File: src/rtl/core/tksl_pkg.sv
package tksl_pkg;

    localparam int K_ENTRIES = 16;
    localparam int LIST_LEN  = K_ENTRIES + 1;
    localparam int IDX_W     = $clog2(LIST_LEN);
    localparam int CNT_W     = $clog2(LIST_LEN + 1);

    localparam int SCORE_W = 18;
    localparam int REF_W   = 32;
    localparam int LEN_W   = 48;
    localparam int RANK_W  = 5;

    localparam logic [SCORE_W-1:0] ONE_Q16   = SCORE_W'(65536);
    localparam logic [IDX_W-1:0]   LAST_IDX  = IDX_W'(LIST_LEN - 1);
    localparam logic [CNT_W-1:0]   FULL_CNT  = CNT_W'(LIST_LEN);

    localparam logic REQ_OFFER = 1'b0;
    localparam logic REQ_READ  = 1'b1;

    typedef struct packed {
        logic [SCORE_W-1:0] score;
        logic [REF_W-1:0]   ref_id;
        logic [LEN_W-1:0]   seq_length;
    } entry_t;

    localparam entry_t RESET_ENTRY = '{
        score:      ONE_Q16,
        ref_id:     '0,
        seq_length: LEN_W'(1)
    };

    typedef struct packed {
        logic             rd_en;
        logic [IDX_W-1:0] rd_addr;
        logic             wr_en;
        logic [IDX_W-1:0] wr_addr;
    } mem_ctl_t;

    typedef enum logic [2:0] {
        S_IDLE,
        S_CHK,
        S_STEP,
        S_CMP,
        S_RDOUT
    } state_t;

endpackage

File: src/rtl/core/tksl_list_mem.sv
module tksl_list_mem (
    input  logic              clk,
    input  logic              rst_n,
    input  tksl_pkg::mem_ctl_t ctl,
    input  tksl_pkg::entry_t   wr_data,
    output tksl_pkg::entry_t   rd_data
);
    import tksl_pkg::*;

    entry_t              mem [LIST_LEN];
    logic [LIST_LEN-1:0] valid_reg;
    entry_t              rd_q_reg;
    logic                rd_vld_reg;

    always_ff @(posedge clk)
    begin
        if (ctl.wr_en)
        begin
            mem[ctl.wr_addr] <= wr_data;
        end
        if (ctl.rd_en)
        begin
            rd_q_reg <= mem[ctl.rd_addr];
        end
    end

    // slot never written reads as its reset contents
    always_ff @(posedge clk or negedge rst_n)
    begin
        if (!rst_n)
        begin
            valid_reg  <= '0;
            rd_vld_reg <= 1'b0;
        end
        else
        begin
            if (ctl.wr_en)
            begin
                valid_reg[ctl.wr_addr] <= 1'b1;
            end
            if (ctl.rd_en)
            begin
                rd_vld_reg <= valid_reg[ctl.rd_addr];
            end
        end
    end

    assign rd_data = rd_vld_reg ? rd_q_reg : RESET_ENTRY;

endmodule

File: src/rtl/core/tksl_seq.sv
module tksl_seq (
    input  logic                          clk,
    input  logic                          rst_n,
    input  logic                          start,
    input  logic                          req_type,
    input  logic [tksl_pkg::SCORE_W-1:0]  score,
    input  logic [tksl_pkg::REF_W-1:0]    ref_id,
    input  logic [tksl_pkg::LEN_W-1:0]    seq_length,
    input  logic [tksl_pkg::RANK_W-1:0]   rank,
    output logic                          busy,
    output tksl_pkg::mem_ctl_t            mem_ctl,
    output tksl_pkg::entry_t              mem_wr_data,
    input  tksl_pkg::entry_t              mem_rd_data,
    output logic                          done,
    output logic                          accepted,
    output logic [tksl_pkg::RANK_W-1:0]   placed_rank,
    output logic [tksl_pkg::SCORE_W-1:0]  entry_score,
    output logic [tksl_pkg::REF_W-1:0]    entry_ref_id,
    output logic [tksl_pkg::LEN_W-1:0]    entry_length,
    output logic [tksl_pkg::RANK_W-1:0]   filled
);
    import tksl_pkg::*;

    state_t             state_reg, state_next;
    logic [CNT_W-1:0]   count_reg, count_next;
    logic [IDX_W-1:0]   pos_reg, pos_next;
    entry_t             cand_reg, cand_next;
    logic [RANK_W-1:0]  rank_reg, rank_next;

    logic               done_reg, done_next;
    logic               acc_reg, acc_next;
    logic [RANK_W-1:0]  prank_reg, prank_next;
    entry_t             out_reg, out_next;

    logic               cand_lt;

    // the shared comparator: candidate against the entry just read
    assign cand_lt = cand_reg.score < mem_rd_data.score;

    always_ff @(posedge clk or negedge rst_n)
    begin
        if (!rst_n)
        begin
            state_reg <= S_IDLE;
            count_reg <= '0;
            done_reg  <= 1'b0;
            acc_reg   <= 1'b0;
        end
        else
        begin
            state_reg <= state_next;
            count_reg <= count_next;
            done_reg  <= done_next;
            acc_reg   <= acc_next;
        end
    end

    always_ff @(posedge clk)
    begin
        pos_reg   <= pos_next;
        cand_reg  <= cand_next;
        rank_reg  <= rank_next;
        prank_reg <= prank_next;
        out_reg   <= out_next;
    end

    always_comb
    begin
        state_next  = state_reg;
        count_next  = count_reg;
        pos_next    = pos_reg;
        cand_next   = cand_reg;
        rank_next   = rank_reg;
        done_next   = 1'b0;
        acc_next    = 1'b0;
        prank_next  = prank_reg;
        out_next    = out_reg;
        mem_ctl     = '0;
        mem_wr_data = cand_reg;

        case (state_reg)
            S_IDLE:
            begin
                if (start)
                begin
                    cand_next = '{score: score, ref_id: ref_id, seq_length: seq_length};
                    rank_next = rank;
                    if (req_type == REQ_READ)
                    begin
                        if (int'(rank) < LIST_LEN)
                        begin
                            mem_ctl.rd_en   = 1'b1;
                            mem_ctl.rd_addr = IDX_W'(rank);
                            state_next      = S_RDOUT;
                        end
                        else
                        begin
                            done_next  = 1'b1;
                            prank_next = rank;
                            out_next   = '0;
                        end
                    end
                    else if (count_reg < FULL_CNT)
                    begin
                        pos_next   = IDX_W'(count_reg);
                        count_next = CNT_W'(count_reg + 1'b1);
                        state_next = S_STEP;
                    end
                    else
                    begin
                        mem_ctl.rd_en   = 1'b1;
                        mem_ctl.rd_addr = LAST_IDX;
                        state_next      = S_CHK;
                    end
                end
            end

            S_CHK:
            begin
                if (cand_lt)
                begin
                    pos_next   = LAST_IDX;
                    state_next = S_STEP;
                end
                else
                begin
                    done_next  = 1'b1;
                    prank_next = '0;
                    out_next   = '0;
                    state_next = S_IDLE;
                end
            end

            S_STEP:
            begin
                if (pos_reg == '0)
                begin
                    mem_ctl.wr_en   = 1'b1;
                    mem_ctl.wr_addr = '0;
                    done_next       = 1'b1;
                    acc_next        = 1'b1;
                    prank_next      = '0;
                    out_next        = '0;
                    state_next      = S_IDLE;
                end
                else
                begin
                    mem_ctl.rd_en   = 1'b1;
                    mem_ctl.rd_addr = pos_reg - 1'b1;
                    state_next      = S_CMP;
                end
            end

            S_CMP:
            begin
                mem_ctl.wr_en   = 1'b1;
                mem_ctl.wr_addr = pos_reg;
                if (cand_lt)
                begin
                    // entry above is worse: move it down one slot
                    mem_wr_data = mem_rd_data;
                    pos_next    = pos_reg - 1'b1;
                    state_next  = S_STEP;
                end
                else
                begin
                    // equal scores stay ahead of the newcomer
                    done_next  = 1'b1;
                    acc_next   = 1'b1;
                    prank_next = RANK_W'(pos_reg);
                    out_next   = '0;
                    state_next = S_IDLE;
                end
            end

            S_RDOUT:
            begin
                done_next  = 1'b1;
                prank_next = rank_reg;
                out_next   = mem_rd_data;
                state_next = S_IDLE;
            end

            default:
            begin
                state_next = S_IDLE;
            end
        endcase
    end

    assign busy         = state_reg != S_IDLE;
    assign done         = done_reg;
    assign accepted     = acc_reg;
    assign placed_rank  = prank_reg;
    assign entry_score  = out_reg.score;
    assign entry_ref_id = out_reg.ref_id;
    assign entry_length = out_reg.seq_length;
    assign filled       = RANK_W'(count_reg);

    a_count_bound: assert property (@(posedge clk) disable iff (!rst_n)
        count_reg <= FULL_CNT)
        else $error("offer count beyond list length");

    a_acc_needs_done: assert property (@(posedge clk) disable iff (!rst_n)
        acc_reg |-> done_reg)
        else $error("accepted without result strobe");

    a_done_from_work: assert property (@(posedge clk) disable iff (!rst_n)
        done_reg |-> ($past(state_reg) != S_IDLE) || $past(start))
        else $error("result word without a request");

    a_write_when_busy: assert property (@(posedge clk) disable iff (!rst_n)
        mem_ctl.wr_en |-> busy && (mem_ctl.wr_addr <= LAST_IDX))
        else $error("list write while idle or out of range");

    a_shift_moves_up: assert property (@(posedge clk) disable iff (!rst_n)
        (state_reg == S_CMP) && cand_lt |=> (state_reg == S_STEP)
            && (pos_reg == $past(pos_reg) - 1'b1))
        else $error("insertion walk lost its place");

endmodule

File: src/rtl/core/top_k_smallest_score_list.sv
// Keeps the LIST_LEN (K_ENTRIES + 1) candidates with the smallest Q2.16 scores in
// ascending order; among equal scores earlier arrivals stay ahead. A request is
// taken when start is high and busy is low. Results come as a one-cycle word
// marked by done and must be captured on that cycle. One comparator and a list
// memory with separate read and write ports do the work, walking up from the
// tail one slot at a time: each slot shifted takes a read of the slot above
// (S_STEP) and a compare and write (S_CMP). An offer to an already full list
// first checks the tail; a full-list offer that is rejected ends there. A rank
// read does one memory read; a rank past the list answers with zeros and no busy
// at all. done is high in the first cycle with busy low again (or the cycle after
// the request for an out-of-range rank), so a new request can be taken in that same cycle.
module top_k_smallest_score_list (
    input  logic                          clk,
    input  logic                          rst_n,
    input  logic                          start,
    output logic                          busy,
    input  logic                          req_type,
    input  logic [tksl_pkg::SCORE_W-1:0]  score,
    input  logic [tksl_pkg::REF_W-1:0]    ref_id,
    input  logic [tksl_pkg::LEN_W-1:0]    seq_length,
    input  logic [tksl_pkg::RANK_W-1:0]   rank,
    output logic                          done,
    output logic                          accepted,
    output logic [tksl_pkg::RANK_W-1:0]   placed_rank,
    output logic [tksl_pkg::SCORE_W-1:0]  entry_score,
    output logic [tksl_pkg::REF_W-1:0]    entry_ref_id,
    output logic [tksl_pkg::LEN_W-1:0]    entry_length,
    output logic [tksl_pkg::RANK_W-1:0]   filled
);
    import tksl_pkg::*;

    mem_ctl_t mem_ctl;
    entry_t   mem_wr_data;
    entry_t   mem_rd_data;

    tksl_seq u_seq (
        .clk          (clk),
        .rst_n        (rst_n),
        .start        (start),
        .req_type     (req_type),
        .score        (score),
        .ref_id       (ref_id),
        .seq_length   (seq_length),
        .rank         (rank),
        .busy         (busy),
        .mem_ctl      (mem_ctl),
        .mem_wr_data  (mem_wr_data),
        .mem_rd_data  (mem_rd_data),
        .done         (done),
        .accepted     (accepted),
        .placed_rank  (placed_rank),
        .entry_score  (entry_score),
        .entry_ref_id (entry_ref_id),
        .entry_length (entry_length),
        .filled       (filled)
    );

    tksl_list_mem u_list_mem (
        .clk     (clk),
        .rst_n   (rst_n),
        .ctl     (mem_ctl),
        .wr_data (mem_wr_data),
        .rd_data (mem_rd_data)
    );

endmodule

File: config.mk
export PLATFORM = sky130hd
export DESIGN_NAME = top_k_smallest_score_list
export DESIGN_NICKNAME = d
export VERILOG_FILES = /design/src/rtl/core/tksl_pkg.sv /design/src/rtl/core/tksl_list_mem.sv /design/src/rtl/core/tksl_seq.sv /design/src/rtl/core/top_k_smallest_score_list.sv
export SDC_FILE = /design/constraint.sdc
export NUM_CORES = 2
export LEC_CHECK = 0
export BUFFER_PORTS_ARGS = -buffer_cell sky130_fd_sc_hd__buf_2
export CORE_MARGIN = 3
export CORE_UTILIZATION = 40
export CTS_CLUSTER_DIAMETER = 30
export DETAILED_ROUTE_END_ITERATION = 16
export PLACE_DENSITY = 0.55
export SLEW_MARGIN = 15
export SYNTH_ARGS = -nofsm -noshare
export SYNTH_HDL_FRONTEND = slang
export SYNTH_SLANG_ARGS = --single-unit
File: constraint.sdc
create_clock -name clk -period 27 [get_ports clk]
set_input_delay 1.35 -clock clk [delete_from_list [all_inputs] [get_ports clk]]
set_output_delay 1.35 -clock clk [all_outputs]
set_load 0.01 [all_outputs]
==> out/qor.txt <==
TIMING
-----------------------------------------------------------------------------------------------------
Total count of max-transition violations in the final report                                        0
Final hold slack                                                                             0.459 ns
Final number of hold-violating endpoints                                                            0
Measured slew at the worst slew-check pin                                                     1.39 ns
RSZ-0062 raised after global routing                                                            false
Shortest clock period the worst path allows after layout                                      6.23 ns
Final worst path period share                                                                   0.231
Total negative slack for setup checks                                                            0 ns
Final clock skew                                                                            0.0704 ns
Highest achievable clock rate                                                                 161 MHz
Relative slew margins                                                                          0.0750
Final count of negative-setup-slack endpoints                                                       0

YOSYS
-----------------------------------------------------------------------------------------------------
Syn Nets                                                                                         5469
Synthesized instance count                                                                       5342
Post-synth top area share                                                                       0.756
Largest area contributor in the netlist                                                      edfxtp_1
Post-synthesis share of cell area spent on full adders, half adders and majority gates        0.00319
Number of flops mapped to enable cells by yosys                                                  1975
Area of the mapped netlist                                                                 78500 um^2
Area fraction in compound gates after synthesis                                                0.0257
Post-synth top flop                                                                          edfxtp_1
Mux share of post-synthesis cell area                                                          0.0559
Simple logic cell fraction of the synthesized area                                              0.125
Synth warn                                                                                          0
Post-synth ARST share                                                                          0.0140
Average footprint of a synthesized cell                                                     14.7 um^2
Proportion of synthesized chip area in sequential cells                                         0.765
Top area cells in the synthesized netlist                                                edfxtp_1 76%, nand2_1 6.0%, nand3_1 5.3%, mux4_2 3.0%, mux2i_1 2.6%
Netlist cell types                                                                                 59
#FFs+latches synth                                                                               2003
Main combinational cell family by area after synthesis                                   simple AND/OR/NAND/NOR gates
XOR/XNOR Fraction of Synth Area                                                              0.000670

CLOCKING
-----------------------------------------------------------------------------------------------------
Clock slew seen by the registers of the worst setup and hold paths                            0.05 ns
Sink count of the clock tree                                                                     2003
Post-CTS Resized                                                                                    0
Count of hold-fix buffers inserted at cts                                                           0
Clock root buffer master                                                                    clkbuf_16
Number of buffers between clock root and the deepest sink                                           4
Post-CTS setup buffers                                                                              0
Clock latency reported for the late side of the worst-skew pair                               0.94 ns
Level count of the clock H-tree                                                                     5
Clock tree from TritonCTS                                                                        done
Number of buffers added by the clock tree synthesis step                                          414

CRITICAL PATH
-----------------------------------------------------------------------------------------------------
Kind of cell adding the most delay to the critical path                                  buffers and inverters
CP most frequent cell                                                                           buf_4
Reg2reg setup slack                                                                          20.77 ns
CP peak stage delay                                                                           1.09 ns
Worst path bufs/invs                                                                                3
Cell chain of the critical path                                                          buf_4 -> nand2_1 -> ha_1 -> a21o_1 -> a21o_1 -> a21oi_1 -> o221ai_1 -> a31oi_1 -> o21ai_4 -> buf_4 -> buf_4 -> mux2i_1
Launching element type of the critical path                                                      flop
Maximum fanout along the worst path                                                                50
Slowest cell on the critical path                                                             mux2i_1
Data arrival time of the critical path                                                        6.77 ns
Category of the critical setup timing path                                               flop to flop
Worst endpoint required time                                                                 27.55 ns
Kind of end point of the critical path                                                           flop

DETAILED ROUTING
-----------------------------------------------------------------------------------------------------
Number of routed nets with antenna violations                                                       0
Number of DRC markers after the initial detailed-route iteration                                 4253
Drt total wl                                                                                221000 um
Drt pass-1 iters                                                                                    5
Post-detailed-route via-to-cell ratio                                                            5.42
Via count of the routed design                                                                  47019
Number of design rule violations left after detail routing                                          0
Wirelength per Cell                                                                           25.5 um

GLOBAL ROUTE
-----------------------------------------------------------------------------------------------------
Grt total ovfl                                                                                      0
Pin count of the biggest net entering global routing                                              231
Via count of the first global-routing pass                                                      47951
First-pass GRT wire length                                                                  325000 um
Total routing usage reported by global routing                                                  0.217
Initial antenna violation count                                                                     4

POWER AND IR DROP
-----------------------------------------------------------------------------------------------------
Worst vdd rail ir drop                                                                      0.0954 mV
Static Leak                                                                                   34.2 nW
Power per cell area                                                                       121 nW/um^2

DIE
-----------------------------------------------------------------------------------------------------
Floorplan core area                                                                       194000 um^2
# rows                                                                                            161
Chip height                                                                                    449 um
Initial core utilization                                                                        0.405
Horizontal die dimension                                                                       449 um
Die area                                                                                  202000 um^2
I/O pin cnt                                                                                       218

FINISH
-----------------------------------------------------------------------------------------------------
Flip-flop count of the largest register, all copies and words added                              1666
Total of fill cells in the finished design                                                      16369
Layout Nets                                                                                      5872
Most common cell after layout, fill and taps aside                                           edfxtp_1
Fraction of layout cells with a size suffix above 1                                             0.197
Most used cells in the layout excluding fill and tap cells                               1975 x edfxtp_1, 1256 x nand2_1, 838 x nand3_1
Signed area change from the synthesized netlist to the final layout                             23.2%

STATUS
-----------------------------------------------------------------------------------------------------
Result of the run                                                                           completed

PLACE
-----------------------------------------------------------------------------------------------------
Total of buffers placed on input and output ports                                                 217
Final GP Congestion                                                                             0.780
Detail Placement HPWL                                                                       103000 um

MIN PATH
-----------------------------------------------------------------------------------------------------
Class of the most critical hold timing path                                              flop to flop

FLOW RUN
-----------------------------------------------------------------------------------------------------
Reported max-cap violation count                                                                    0

cell families (layout without fill, tap and decap cells):
logic type / Yosys count / after routing
compound gates: 296 / 296
other cells: 0 / 2
buf+inv: 429 / 1155
fa+ha+maj: 20 / 20
simple gates: 2281 / 2281
flops: 2003 / 2003
xor+xnor: 6 / 6
mux: 307 / 307
routing by layer:
layer | wire length (um) | up-vias | track usage
li1 | - | 20753 | -
met1 | 90800 | 24168 | 0.285
met2 | 111000 | 1716 | 0.365
met3 | 13400 | 382 | 0.0347
met4 | 6420 | 0 | 0.0754
met5 | 0 | - | 0
report_power, final:
part / switching, W / internal, W / leakage (nW)
sequential: 0.000105 / 0.00394 / 18.3
combinational: 0.00181 / 0.000781 / 9.20
clock: 0.00161 / 0.00345 / 6.74
total: 0.00353 / 0.00817 / 34.2
cell type report:
cell class	instances	area, um^2	area share
clock buffer	466	10700	0.111
clock inverter	273	3300	0.0341
inverter	104	390	0.00404
sequential	2003	60000	0.621
antenna	2	5.00	0.0000518
tap	2608	3260	0.0337
multi-input combinational	2910	17000	0.176
timing repair buffer	312	1990	0.0206
path summary, 6_finish.rpt:
kind / cells after the start / start / endpoint
max: 12 / u_list_mem.rd_vld_reg / u_list_mem.mem[15][14]
min in group asynchronous: 1 / rst_n / u_list_mem.valid_reg[7]
max reg2reg: 12 / u_list_mem.rd_vld_reg / u_list_mem.mem[15][14]
min: 1 / u_list_mem.valid_reg[4] / u_list_mem.valid_reg[4]
max in group asynchronous: 1 / rst_n / u_list_mem.rd_vld_reg
min reg2reg: 1 / u_list_mem.valid_reg[4] / u_list_mem.valid_reg[4]
through the flow:
stage                      util  power [W]  std cells  setup slack [ns]  instance area [um^2]
after global placement    0.425    0.00666       7937             20.89                 82400
after detailed placement  0.426    0.00670       7937             20.83                 82500
after global routing      0.499     0.0122       8677             20.61                 96700
after CTS                 0.498     0.0118       8676             20.91                 96500
final                     0.499     0.0117       8678             20.77                 96700
after floorplan               -    0.00582       5342             13.19                 78500
Yosys cell counts, drive strengths merged (28+ instances only):
| library cell | n |
|---|---|
| inv | 104 |
| nand2 | 1258 |
| clkbuf | 124 |
| a21oi | 131 |
| dfrtp | 28 |
| mux4 | 105 |
| buf | 201 |
| a211o | 73 |
| nand3 | 838 |
| mux2i | 200 |
| nor2 | 130 |
| edfxtp | 1975 |
(Power assumes the default switching activity.)
